`config.mk`:
```
export PLATFORM = sky130hd
export DESIGN_NAME = elf_string_hash_mod
export DESIGN_NICKNAME = d
export VERILOG_FILES = /design/src/hw/rtl/elfh_pkg.sv /design/src/hw/rtl/elfh_div_unit.sv /design/src/hw/rtl/elf_string_hash_mod.sv
export SDC_FILE = /design/constraint.sdc
export NUM_CORES = 1
export LEC_CHECK = 0
export ABC_AREA = 1
export BUFFER_PORTS_ARGS = -buffer_cell sky130_fd_sc_hd__buf_2
export CAP_MARGIN = 5
export CORE_MARGIN = 4
export CORE_UTILIZATION = 50
export CTS_CLUSTER_DIAMETER = 150
export DETAILED_ROUTE_END_ITERATION = 7
export GPL_TIMING_DRIVEN = 0
export PLACE_DENSITY = 0.66
export SYNTH_ARGS = -nofsm -noshare
export SYNTH_HDL_FRONTEND = slang
export SYNTH_SLANG_ARGS = --single-unit
```
`constraint.sdc`:
```
create_clock -name clk -period 5.3 [get_ports clk]
set_input_delay 0.53 -clock clk [delete_from_list [all_inputs] [get_ports clk]]
set_output_delay 0.53 -clock clk [all_outputs]
set_load 0.01 [all_outputs]
```
`src/hw/rtl/elfh_pkg.sv`:
```
`default_nettype none

package elfh_pkg;

    localparam int WordW    = 32;
    localparam int HashW    = 28;
    localparam int ByteW    = 8;
    localparam int CntW     = $clog2(HashW);
    localparam int StepShift = 4;
    localparam int FoldShift = 24;

    localparam logic [WordW-1:0] TopNibble     = 32'hF000_0000;
    localparam logic [WordW-1:0] TableSizeRst  = 32'hFFFF_FFFF;
    localparam logic [CntW-1:0]  LastCnt       = CntW'(HashW - 1);
    localparam logic [ByteW-1:0] Terminator    = '0;

    typedef enum logic [1:0] {
        ST_IDLE,
        ST_DIV,
        ST_DONE
    } elfh_state_t;

    // One step of the ELF hash: shift in a byte, fold the top nibble into bits 7..4.
    function automatic logic [HashW-1:0] elf_update(
        input logic [HashW-1:0] h,
        input logic [ByteW-1:0] b
    );
        logic [WordW-1:0] t;
        logic [WordW-1:0] top;
        t   = {h, {StepShift{1'b0}}} + {{(WordW-ByteW){1'b0}}, b};
        top = t & TopNibble;
        t   = t ^ (top >> FoldShift);
        t   = t & ~top;
        return t[HashW-1:0];
    endfunction

endpackage

`default_nettype wire

```
`src/hw/rtl/elfh_div_unit.sv`:
```
`default_nettype none

module elfh_div_unit (
    input  wire logic                      clk,
    input  wire logic                      rst_n,
    input  wire logic                      start,
    input  wire logic [elfh_pkg::HashW-1:0] dividend,
    input  wire logic [elfh_pkg::WordW-1:0] divisor,
    output logic                           done,
    output logic [elfh_pkg::HashW-1:0]     remainder
);
    import elfh_pkg::*;

    logic              run_reg, run_next;
    logic              done_reg, done_next;
    logic [CntW-1:0]   cnt_reg, cnt_next;
    logic [HashW-1:0]  quo_reg, quo_next;
    logic [HashW-1:0]  rem_reg, rem_next;
    logic [HashW:0]    trial;
    logic [HashW:0]    diff;
    logic              fits;

    // One restoring step per cycle; a zero divisor leaves the dividend itself.
    assign trial = {rem_reg, quo_reg[HashW-1]};
    assign fits  = {{(WordW-HashW-1){1'b0}}, trial} >= divisor;
    assign diff  = trial - divisor[HashW:0];

    always_comb
    begin
        run_next  = run_reg;
        done_next = 1'b0;
        cnt_next  = cnt_reg;
        quo_next  = quo_reg;
        rem_next  = rem_reg;
        if (start)
        begin
            run_next = 1'b1;
            cnt_next = LastCnt;
            quo_next = dividend;
            rem_next = '0;
        end
        else if (run_reg)
        begin
            quo_next = {quo_reg[HashW-2:0], 1'b0};
            rem_next = fits ? diff[HashW-1:0] : trial[HashW-1:0];
            cnt_next = cnt_reg - 1'b1;
            if (cnt_reg == '0)
            begin
                run_next  = 1'b0;
                done_next = 1'b1;
            end
        end
    end

    always_ff @(posedge clk or negedge rst_n)
    begin
        if (!rst_n)
        begin
            run_reg  <= 1'b0;
            done_reg <= 1'b0;
            cnt_reg  <= '0;
        end
        else
        begin
            run_reg  <= run_next;
            done_reg <= done_next;
            cnt_reg  <= cnt_next;
        end
    end

    always_ff @(posedge clk)
    begin
        quo_reg <= quo_next;
        rem_reg <= rem_next;
    end

    assign done      = done_reg;
    assign remainder = rem_reg;

endmodule

`default_nettype wire

```
`src/hw/rtl/elf_string_hash_mod.sv`:
```
// Channel  Direction  Handshake                Payload
// input    in         in_valid / in_stall      char_byte
// output   out        out_valid / out_stall    bucket_index, raw_hash
// config   in         cfg_we                   cfg_wdata (table_size)
//
// A nonzero byte word is hashed in and the next byte is taken at once.
// A zero byte word starts the restoring divider, one remainder bit per cycle;
// the result word enters the output register once the division ends and
// the output register is free; the next byte can be taken in the cycle after.
// Bytes are still taken while a result word waits on out_stall.
// Reset clears the running hash and sets table_size to all ones.
`default_nettype none

module elf_string_hash_mod (
    input  wire logic                       clk,
    input  wire logic                       rst_n,
    input  wire logic                       cfg_we,
    input  wire logic [elfh_pkg::WordW-1:0] cfg_wdata,
    input  wire logic                       in_valid,
    output logic                            in_stall,
    input  wire logic [elfh_pkg::ByteW-1:0] char_byte,
    output logic                            out_valid,
    input  wire logic                       out_stall,
    output logic [elfh_pkg::WordW-1:0]      bucket_index,
    output logic [elfh_pkg::HashW-1:0]      raw_hash
);
    import elfh_pkg::*;

    elfh_state_t       state_reg, state_next;
    logic [WordW-1:0]  table_size_reg;
    logic [HashW-1:0]  hash_reg, hash_next;
    logic [HashW-1:0]  final_reg, final_next;
    logic              out_valid_reg, out_valid_next;
    logic [WordW-1:0]  bucket_reg, bucket_next;
    logic [HashW-1:0]  raw_reg, raw_next;
    logic              in_fire;
    logic              div_start;
    logic              div_done;
    logic [HashW-1:0]  div_rem;

    assign in_stall = (state_reg != ST_IDLE);
    assign in_fire  = in_valid && !in_stall;

    elfh_div_unit u_div (
        .clk       (clk),
        .rst_n     (rst_n),
        .start     (div_start),
        .dividend  (hash_reg),
        .divisor   (table_size_reg),
        .done      (div_done),
        .remainder (div_rem)
    );

    always_comb
    begin
        state_next     = state_reg;
        hash_next      = hash_reg;
        final_next     = final_reg;
        out_valid_next = out_valid_reg && out_stall;
        bucket_next    = bucket_reg;
        raw_next       = raw_reg;
        div_start      = 1'b0;
        case (state_reg)
            ST_IDLE:
            begin
                if (in_fire)
                begin
                    if (char_byte != Terminator)
                    begin
                        hash_next = elf_update(hash_reg, char_byte);
                    end
                    else
                    begin
                        div_start  = 1'b1;
                        final_next = hash_reg;
                        hash_next  = '0;
                        state_next = ST_DIV;
                    end
                end
            end
            ST_DIV:
            begin
                if (div_done)
                begin
                    state_next = ST_DONE;
                end
            end
            ST_DONE:
            begin
                if (!out_valid_reg || !out_stall)
                begin
                    out_valid_next = 1'b1;
                    bucket_next    = {{(WordW-HashW){1'b0}}, div_rem};
                    raw_next       = final_reg;
                    state_next     = ST_IDLE;
                end
            end
            default:
            begin
                state_next = ST_IDLE;
            end
        endcase
    end

    always_ff @(posedge clk or negedge rst_n)
    begin
        if (!rst_n)
        begin
            state_reg      <= ST_IDLE;
            hash_reg       <= '0;
            out_valid_reg  <= 1'b0;
            table_size_reg <= TableSizeRst;
        end
        else
        begin
            state_reg     <= state_next;
            hash_reg      <= hash_next;
            out_valid_reg <= out_valid_next;
            if (cfg_we)
            begin
                table_size_reg <= cfg_wdata;
            end
        end
    end

    always_ff @(posedge clk)
    begin
        final_reg  <= final_next;
        bucket_reg <= bucket_next;
        raw_reg    <= raw_next;
    end

    assign out_valid    = out_valid_reg;
    assign bucket_index = bucket_reg;
    assign raw_hash     = raw_reg;

`ifndef SYNTH
    a_out_from_done: assert property (@(posedge clk) disable iff (!rst_n)
        $rose(out_valid) |-> $past(state_reg) == ST_DONE)
        else $error("result word appeared without a finished division");

    a_bucket_le_hash: assert property (@(posedge clk) disable iff (!rst_n)
        out_valid |-> bucket_index <= {{(WordW-HashW){1'b0}}, raw_hash})
        else $error("bucket index exceeds raw hash");

    a_bucket_lt_size: assert property (@(posedge clk) disable iff (!rst_n)
        (out_valid && table_size_reg != '0) |-> bucket_index < table_size_reg)
        else $error("bucket index not below table size");

    a_done_in_div: assert property (@(posedge clk) disable iff (!rst_n)
        div_done |-> state_reg == ST_DIV)
        else $error("divider finished outside the divide state");
`endif

endmodule

`default_nettype wire
```
==> metrics.txt, run 1 <==
result of the run=finished, final reports clean; clock insertion delay at the later pin of the skew report=0.50 ns; Top Ports=107; leakage=6.08 nW; cell type contributing the most total cell area after synthesis=edfxtp_1; buffer levels on the longest clock path=3; Num CTS Buffers=23; portion of the post-synthesis area used by sequential elements=52.4%; maximum number of pins on one net before global-route repair=53; number of buffers added on ports=101; Detailed Route WL=26700 µm; flip-flop cell with the highest count after synthesis=edfxtp_1; post-synthesis instance total=1274; number of gates resized after CTS=0; worst supply voltage drop on vdd=0.270 mV; GR Util All Layers=22.2%; classification of the worst-slack hold path=in2reg; maximum level of the CTS H-tree=1; number of detailed-route iterations in the first pass=5; vias in the first global route=8527; width of the chip=156 µm; Power per Cell Area=488 nW/µm²; growth of design area from synthesis to finish=15.9%; Yosys cell types=51; # DRC=0; wire length per cell=15.7 µm; filler-free cell count of the finished design=1699; initial core utilization=51.4%; Slew Limit Fails=0; final period utilization=48.8%; clock tree from TritonCTS=built; proportion of register bits with asynchronous set or reset after synthesis=33.3%; Critical path buffers and inverters=2; ratio of routed vias to standard cells=5.03; clock tree root driver cell=clkbuf_16; Site Rows=53; die extent in y=156 µm; Worst setup SP type=flop; fraction of final layout cells sized beyond drive strength 1=16.6%; cell types with the highest counts after synthesis=394 x nand2_1, 207 x inv_1, 112 x edfxtp_1; max FFs per register=32; number of nets in the finished design=1490; most frequently used cell type in the post-synthesis netlist=nand2_1; Max Cap Violations=0; Data arrival, critical path=2.95 ns; total setup violations reported at the end of the flow=0; Worst Clk Skew=0.0139 ns; Vias=8554; number of flops mapped to enable cells by yosys=112; placed cell count=1656; classification of the worst setup path=reg2reg; first-pass GRT wire length=43400 µm; critical path endpoint category=flop; Die Outline Area=24200 µm²; largest cells by area after synthesis=edfxtp_1 31%, nand2_1 14%, dfrtp_1 8.7%, dfstp_2 7.7%, inv_1 7.1%; headroom to the max-slew limit=38.7%; worst endpoint required time=5.66 ns; top cell family by delay on the critical path=simple AND/OR/NAND/NOR gates; unrepaired setup endpoints after global routing=false; half-perimeter wire length after detailed placement=20000 µm; ordered list of cells on the worst path=ha_1 -> inv_1 -> fa_1 -> inv_1 -> nand3_1 -> nand2_1 -> nand2_1 -> nor3_2 -> nand2_1 -> nor2_1 -> nand3_1 -> nand3_1 -> o21ai_1; area of the core=21200 µm²; final hold violation count=0; post-synthesis sequential element count=210; sum of negative setup slack=0 ns; Yosys warnings=0; residual overflow from global routing=0; Syn Area/Cell=8.56 µm²; total inserted antenna cells=0; Achievable Freq=0.387 GHz; Worst path slowest cell=dfrtp_1; proportion of netlist area held by the largest area contributor=30.8%; peak per-stage delay on the critical path=0.42 ns; fill cell count=1911; clock sink total=210; antenna-violating nets left=0; gpl congestion=0.984; post-layout min period=2.58 ns; actual transition at the worst max-transition pin=0.920 ns; critical path peak fanout=6; Syn Std Cell Area=10900 µm²; violation count after the first detailed-route iteration=446; post-CTS clock slew at the launch and capture registers of the worst setup and hold paths=0.06 ns; number of antenna violations at the first check in global routing=1
==> power by group <==
| group | internal (mW) | switching (mW) |
|---|---|---|
| clock | 0.952 | 0.619 |
| sequential | 2.12 | 0.266 |
| combinational | 0.787 | 1.43 |
| total | 3.86 | 2.31 |
==> logic make-up after synthesis <==
kind of cell	count (synthesis)	synth area share [%]
and+or+nand+nor	617	25.2
AOI/OAI and AO/OA	142	6.87
xor gates and xnor gates	20	1.61
other	1	0.0344
DFF	210	52.4
buffers and inverters	246	9.38
muxes	1	0.103
adders and majority gates	37	4.38
==> worst register-to-register path, stage by stage, from the launching register on <==
cell and delay [ns]:
dfrtp_1 0.42, ha_1 0.20, inv_1 0.06, fa_1 0.41, inv_1 0.07, nand3_1 0.07, nand2_1 0.11, nand2_1 0.14
nor3_2 0.24, nand2_1 0.18, nor2_1 0.25, nand3_1 0.11, nand3_1 0.10, o21ai_1 0.08
==> final timing paths <==
kind / slack (ns) / startpoint / cells past startpoint / to
max reg2reg: 2.72 / hash_reg[0] / 13 / hash_reg[4]
max: 2.72 / hash_reg[0] / 13 / hash_reg[4]
min in group asynchronous: 0.46 / rst_n / 2 / out_valid
max in group asynchronous: 4.20 / rst_n / 3 / table_size_reg[24]
min reg2reg: 0.42 / final_reg[15] / 0 / raw_hash[15]
min: 0.24 / cfg_wdata[9] / 3 / table_size_reg[9]
==> cells in the final DEF (no fill, tap or decap), types with 4 or more instances in the layout <==
master	synthesis	final
nand3_2	10	10
nand3_1	91	91
nand2_1	394	394
xor2_1	8	8
inv_1	207	207
dfrtp_1	38	38
nand3b_2	10	10
o22ai_1	5	5
conb_1	1	4
nand4_1	16	16
nor3_1	6	6
nand3b_1	4	4
dfstp_2	32	32
buf_6	5	5
clkbuf_1	15	22
a21oi_1	22	21
o21ai_1	11	11
clkbuf_8	0	4
buf_2	4	104
nor2_1	57	57
dfxtp_1	28	28
nand2_2	8	8
clkbuf_16	0	23
xnor2_1	12	12
o21ai_0	95	95
edfxtp_1	112	112
ha_1	35	35
buf_4	8	9
nor2_4	4	4
==> final cells by class <==
type	instances	area [µm²]	area share, %
Inverter	210	788	6.24
Timing Repair Buffer	106	621	4.91
Multi-Input combinational cell	821	4190	33.2
Buffer	36	235	1.86
Clock inverter	7	88.8	0.703
Sequential cell	210	5720	45.2
Clock buffer	34	657	5.20
Tap cell	275	344	2.72
==> per-stage QoR <==
| step | setup slack (ns) | hold WS (ns) | util [%] | power [mW] | area, µm² |
|---|---|---|---|---|---|
| floorplan | 1.52 | 0.234 | - | 4.00 | 10900 |
| global placement | -0.261 | 0.401 | 55.5 | 4.57 | 11800 |
| detailed placement | 2.07 | 0.405 | 55.9 | 4.60 | 11900 |
| CTS | 2.47 | 0.220 | 59.4 | 6.20 | 12600 |
| global route | 2.52 | 0.237 | 59.6 | 6.63 | 12600 |
| finish | 2.72 | 0.239 | 59.6 | 6.17 | 12600 |
==> routing by layer <==
metal	part of all wire, %	global-route usage (%)
met4	2.6	7.00
met1	44	29.2
met5	0.049	0
met2	48	38.1
met3	4.8	3.22
==> repair_timing <==
| item | CTS | global route |
|---|---|---|
| setup buffers | 0 | 0 |
| endpoints found under the hold margin | 18 | 0 |
| hold buffers | 1 | 0 |
| setup endpoints to repair | 0 | 0 |
Power figures use the tool's default switching activity.
==> run 2: changes to the inputs <==
Settings changed: ABC_AREA 1 to 0, PLACE_DENSITY 0.66 to 0.69.
Clock period 5.3 ns to 2.23 ns, I/O delays scaled along.
==> metrics.txt, run 2 <==
largest cells by area after synthesis=edfxtp_1 35%, dfrtp_1 9.8%, dfstp_2 8.7%, nand2_1 6.9%, dfxtp_1 5.8%; worst endpoint required time=2.65 ns (-3.01 ns); buffer levels on the longest clock path=3 (unchanged); maximum number of pins on one net before global-route repair=47 (-11%); post-layout min period=3.00 ns (+0.416 ns); classification of the worst setup path=reg2reg; GR Util All Layers=20.6% (-1.6 points); number of buffers added on ports=101 (unchanged); Achievable Freq=0.333 GHz (-14%); max FFs per register=32 (unchanged); post-synthesis sequential element count=210 (unchanged); maximum level of the CTS H-tree=1 (unchanged); ordered list of cells on the worst path=inv_2 -> ha_4 -> fa_2 -> nor2b_4 -> o31a_1 -> o41ai_4 -> a211o_1 -> a21oi_2 -> o311a_1 -> buf_6 -> buf_12 -> mux2i_2 -> nor2_1 -> a211oi_2; total cell area at the placement stage=10700 µm² (-9.7%); violation count after the first detailed-route iteration=446 (unchanged); critical path peak fanout=10 (+4); top cell family by delay on the critical path=compound AO/OA/AOI/OAI gates; clock insertion delay at the later pin of the skew report=0.51 ns (about the same); post-layout instance area=12500 µm² (-1.4%); Detailed Route WL=22500 µm (-16%); Data arrival, critical path=3.42 ns (+0.47 ns); number of flops mapped to enable cells by yosys=112 (unchanged); # DRC=0 (unchanged); number of detailed-route iterations in the first pass=5 (unchanged); proportion of netlist area held by the largest area contributor=34.7% (+3.9 points); final cell utilization of the core=66.0% (+6.4 points); Top Ports=107 (unchanged); sum of negative setup slack=-17.99 ns (-17.99 ns); classification of the worst-slack hold path=in2reg; Critical path buffers and inverters=3 (+1); Worst setup SP type=flop; Power per Cell Area=1210 nW/µm² (+150%); Setup Slack @ Placement=-0.884 ns (-2.95 ns); total setup violations reported at the end of the flow=28 (+28); final hold violation count=0 (unchanged); number of antenna violations at the first check in global routing=0 (-1); Num CTS Buffers=22 (-4.3%); post-CTS clock slew at the launch and capture registers of the worst setup and hold paths=0.06 ns (about the same); proportion of register bits with asynchronous set or reset after synthesis=33.3% (unchanged); Yosys cell types=64 (+25%); result of the run=complete, but fails checks; gpl congestion=0.906 (-7.8%); half-perimeter wire length after detailed placement=14900 µm (-25%); leakage=5.06 nW (-17%); total inserted antenna cells=0 (unchanged); headroom to the max-slew limit=54.2% (+16 points); most used cells in the layout excluding fill and tap cells=178 x nand2_1, 112 x edfxtp_1, 100 x buf_2; Syn Area/Cell=11.0 µm² (+28%); Vias=7132 (-17%); post-synthesis instance total=883 (-31%); final period utilization=135% (+86 points); cell type contributing the most total cell area after synthesis=edfxtp_1; Slew Limit Fails=0 (unchanged); peak per-stage delay on the critical path=0.37 ns (-0.05 ns); fill cell count=1488 (-22%); width of the chip=147 µm (-5.5%); fin worst setup slack=-0.770 ns (-3.49 ns); actual transition at the worst max-transition pin=0.686 ns (-0.233 ns); clock tree from TritonCTS=built; residual overflow from global routing=0 (unchanged); initial core utilization=51.2% (-0.16 points); Syn Std Cell Area=9680 µm² (-11%); most frequently used cell type in the post-synthesis netlist=nand2_1; unrepaired setup endpoints after global routing=true; ratio of routed vias to standard cells=5.26 (+4.4%); die extent in y=147 µm (-5.5%); cell types with the highest counts after synthesis=179 x nand2_1, 112 x edfxtp_1, 81 x o21ai_0; Die Outline Area=21700 µm² (-11%); vias in the first global route=6995 (-18%); critical path endpoint category=flop; area of the core=18900 µm² (-11%); Worst path slowest cell=fa_2; most common cell after layout, fill and taps aside=nand2_1; Worst Clk Skew=0.00814 ns (-0.00578 ns); growth of design area from synthesis to finish=28.7%; Max Cap Violations=0 (unchanged); Site Rows=50 (-5.7%); wire length per cell=16.6 µm (+5.5%); placed cell count=1250 (-25%); fraction of final layout cells sized beyond drive strength 1=27.3% (+11 points); flip-flop cell with the highest count after synthesis=edfxtp_1; worst supply voltage drop on vdd=0.854 mV (+220%); antenna-violating nets left=0 (unchanged); first-pass GRT wire length=36400 µm (-16%); Yosys warnings=0 (unchanged); clock tree root driver cell=clkbuf_16; filler-free cell count of the finished design=1357 (-20%); number of nets in the finished design=1163 (-22%); clock sink total=210 (unchanged); portion of the post-synthesis area used by sequential elements=59.0% (+6.6 points); failing checks=setup timing
[run 2: tightest hold or removal path, cell delays in order]
cell and delay (ns):
buf_2 0.12, nand3_1 0.21, o21ai_1 0.09
[run 2: per-layer routing]
| metal | track usage, % | up-vias | wire (µm) |
|---|---|---|---|
| met1 | 31.1 | 3423 | 10900 |
| li1 | - | 3487 | - |
| met4 | 4.99 | 0 | 332 |
| met5 | 0 | - | 0 |
| met2 | 31.4 | 192 | 10000 |
| met3 | 3.27 | 30 | 1260 |
[run 2: final timing paths]
kind                                      end               from  depth (start not counted)  slack [ns]
hold / removal                    hash_reg[6]           in_valid                          3        0.18
max in group asynchronous  table_size_reg[12]              rst_n                          3        1.45
setup / recovery           u_div.remainder[0]  u_div.quo_reg[27]                         14       -0.77
hold reg to reg                  raw_hash[21]      final_reg[21]                          0        0.42
min in group asynchronous  table_size_reg[27]              rst_n                          2        0.45
setup reg to reg           u_div.remainder[0]  u_div.quo_reg[27]                         14       -0.77
[run 2: cell type report]
type / count / area, µm² / share of cell area [%]
Clock inverter: 14 / 131 / 1.05
Multi-Input combinational cell: 596 / 4070 / 32.7
Clock buffer: 26 / 596 / 4.78
Sequential cell: 210 / 5720 / 45.9
Inverter: 45 / 174 / 1.40
Timing Repair inverter: 1 / 7.51 / 0.0602
Timing Repair Buffer: 172 / 1250 / 10.0
Buffer: 33 / 190 / 1.53
Tap cell: 260 / 325 / 2.61
[run 2: where the power goes]
group          leakage, nW  switching, mW  internal [mW]  total (mW)
Combinational         2.63           2.86           2.52        5.38
Clock                0.364           1.49           2.14        3.63
Sequential            2.07          0.880           5.19        6.07
Total                 5.06           5.23           9.86        15.1
[run 2: logic make-up (layout without fill, tap and decap cells)]
kind of cell	Yosys count	after routing	share of synthesized area, %
fa+ha+maj	37	37	4.94
other cells	1	4	0.0387
buf+inv	80	291	3.55
xor+xnor	54	54	4.89
mux	29	29	3.13
flops	210	210	59.0
compound gates	181	181	11.4
simple gates	291	291	13.0
[run 2: per-stage QoR]
stage                     hold WS [ns]  power [mW]
after global placement           0.403        10.4
after detailed placement         0.405        10.5
after global routing             0.228        16.0
final                            0.179        15.1
after floorplan                -0.0726        9.34
after CTS                        0.170        14.8
[run 2: repair_timing]
| item | 4_1_cts | 5_1_grt |
|---|---|---|
| hold buffers | 38 | 0 |
| cloned | 4 | 0 |
| hold endpoints to repair | 75 | 0 |
| resized for setup | 55 | 45 |
| endpoints found under the setup margin | 107 | 120 |
| pin swaps | 19 | 21 |
| setup buffers | 19 | 10 |
==> run 3: changes to the inputs <==
Settings changed: CORE_MARGIN 4 to 10, CORE_UTILIZATION 50 to 53, CTS_BUF_LIST set to sky130_fd_sc_hd__clkbuf_8, PLACE_DENSITY 0.69 to 0.73.
==> metrics.txt, run 3 (same netlist as run 2, synthesis figures left out) <==
clock sink total=210 (unchanged); actual transition at the worst max-transition pin=0.791 ns (+0.104 ns); vias in the first global route=7232 (+3.4%); total inserted antenna cells=0 (unchanged); critical path peak fanout=9 (-1); antenna-violating nets left=0 (unchanged); final period utilization=131% (-3.5 points); worst supply voltage drop on vdd=0.615 mV (-28%); final cell utilization of the core=68.2% (+2.2 points); Detailed Route WL=23000 µm (+2.2%); gpl congestion=0.911 (+0.46%); Site Rows=49 (-2.0%); headroom to the max-slew limit=47.3% (-6.9 points); number of nets in the finished design=1171 (+0.69%); Worst R2R Setup Slack=-0.69 ns (+0.08 ns); Slew Limit Fails=0 (unchanged); critical path endpoint category=flop; maximum number of pins on one net before global-route repair=45 (-4.3%); clock insertion delay at the later pin of the skew report=0.52 ns (about the same); post-CTS clock slew at the launch and capture registers of the worst setup and hold paths=0.07 ns (about the same); wire length per cell=17.1 µm (+3.3%); ratio of routed vias to standard cells=5.36 (+1.9%); Hold Crit Start=in_valid; Worst setup SP type=flop; fin worst setup slack=-0.693 ns (+0.0772 ns); unrepaired setup endpoints after global routing=true; Top Ports=107 (unchanged); endpoint of the lowest-slack register-to-register path=u_div.remainder[7]; peak per-stage delay on the critical path=0.57 ns (+0.20 ns); final hold violation count=0 (unchanged); GR Util All Layers=18.9% (-1.6 points); classification of the worst setup path=reg2reg; residual overflow from global routing=0 (unchanged); Worst Clk Skew=0.0185 ns (+0.0104 ns); Die Outline Area=24100 µm² (+11%); half-perimeter wire length after detailed placement=15500 µm (+3.9%); number of detailed-route iterations in the first pass=5 (unchanged); Hold Path End=hash_reg[4]; number of antenna violations at the first check in global routing=1 (+1); depth of the worst hold-timing path=3 (unchanged); number of buffers added on ports=101 (unchanged); worst endpoint required time=2.66 ns (about the same); classification of the worst-slack hold path=in2reg; clock tree from TritonCTS=built; launch point of the worst reg-to-reg path=table_size_reg[0]; growth of design area from synthesis to finish=26.5%; buffer levels on the longest clock path=3 (unchanged); leakage=5.07 nW (about the same); most used cells in the layout excluding fill and tap cells=178 x nand2_1, 112 x edfxtp_1, 100 x buf_2; failing checks=setup timing; Data arrival, critical path=3.35 ns (-0.07 ns); Max Cap Violations=0 (unchanged); total setup violations reported at the end of the flow=28 (unchanged); most common cell after layout, fill and taps aside=nand2_1; Worst path slowest cell=dfstp_2; fraction of final layout cells sized beyond drive strength 1=25.8% (-1.5 points); first-pass GRT wire length=37300 µm (+2.5%); initial core utilization=53.9% (+2.7 points); Num CTS Buffers=34 (+55%); die extent in y=155 µm (+5.4%); max FFs per register=32 (unchanged); Power per Cell Area=1180 nW/µm² (-2.8%); result of the run=complete, but fails checks; # DRC=0 (unchanged); Achievable Freq=0.342 GHz (+2.6%); clock tree root driver cell=clkbuf_8; power consumption=14.4 mW (-4.5%); violation count after the first detailed-route iteration=451 (+1.1%); Vias=7196 (+0.90%); maximum level of the CTS H-tree=2 (+1); ordered list of cells on the worst path=ha_4 -> fa_2 -> nor2b_4 -> o31a_1 -> o41ai_4 -> a211o_1 -> a21oi_2 -> o311a_1 -> buf_6 -> buf_12 -> mux2i_2 -> a211oi_2; width of the chip=155 µm (+5.4%); area of the core=18000 µm² (-4.9%); worst r2r path cells=12 (-2); post-layout min period=2.92 ns (-0.0772 ns)
## run 3: per-layer routing
| metal | wire length [µm] | vias up | share of wire, % | global-route usage (%) |
|---|---|---|---|---|
| met4 | 387 | 0 | 1.7 | 5.53 |
| met2 | 10300 | 239 | 45 | 28.6 |
| met5 | 0 | - | 0 | 0 |
| li1 | - | 3504 | - | - |
| met3 | 1720 | 34 | 7.5 | 5.02 |
| met1 | 10600 | 3419 | 46 | 26.2 |
## run 3: how the worst max path moves through the flow
| stage | from | endpoint | slack (ns) | depth (start not counted) |
|---|---|---|---|---|
| final | table_size_reg[0] | u_div.remainder[7] | -0.69 | 12 |
| after global routing | table_size_reg[0] | u_div.remainder[0] | -0.82 | 13 |
| after CTS | table_size_reg[0] | u_div.remainder[0] | -0.66 | 13 |
| after detailed placement | table_size_reg[8] | u_div.remainder[24] | -0.83 | 11 |
| after global placement | table_size_reg[8] | u_div.remainder[24] | -0.82 | 11 |
| after floorplan | table_size_reg[0] | u_div.remainder[12] | -0.48 | 12 |
## run 3: cell type report
| cell class | instances | area (µm²) |
|---|---|---|
| timing repair buffer | 166 | 1200 |
| tap | 229 | 287 |
| multi-input combinational | 596 | 4000 |
| buffer | 35 | 214 |
| clock inverter | 23 | 119 |
| fill | 1343 | 5720 |
| inverter | 45 | 174 |
| timing repair inverter | 1 | 7.51 |
| clock buffer | 38 | 523 |
| sequential | 210 | 5720 |
## run 3: what timing repair did
item	4_1_cts	5_1_grt
setup buffers	16	6
endpoints found under the setup margin	105	90
resized for setup	52	33
hold buffers	38	0
cloned	2	1
pin swaps	14	10
hold endpoints to repair	86	0
## run 3: critical path, delay by kind of cell, from the launching register on
family          cells  cell delay (ns)
mux                 1             0.14
compound gates      6             1.39
simple gates        1             0.05
fa+ha+maj           2             0.36
buf+inv             2             0.32
flops               1             0.57
## run 3: where the power goes
part	switching [mW]	internal, mW
clock network	1.45	1.68
logic	2.78	2.46
registers	0.861	5.19
## run 3: metrics by stage
stage | setup slack [ns] | instances | hold slack, ns | instance area [µm²] | setup TNS [ns]
after floorplan | -0.476 | 886 | -0.0726 | 9800 | -11.31
after global placement | -0.820 | 1216 | 0.403 | 10600 | -69.18
after detailed placement | -0.828 | 1219 | 0.405 | 10700 | -56.37
after CTS | -0.663 | 1336 | 0.208 | 12100 | -23.91
after global routing | -0.823 | 1343 | 0.181 | 12200 | -21.09
final | -0.693 | 1343 | 0.205 | 12200 | -18.25
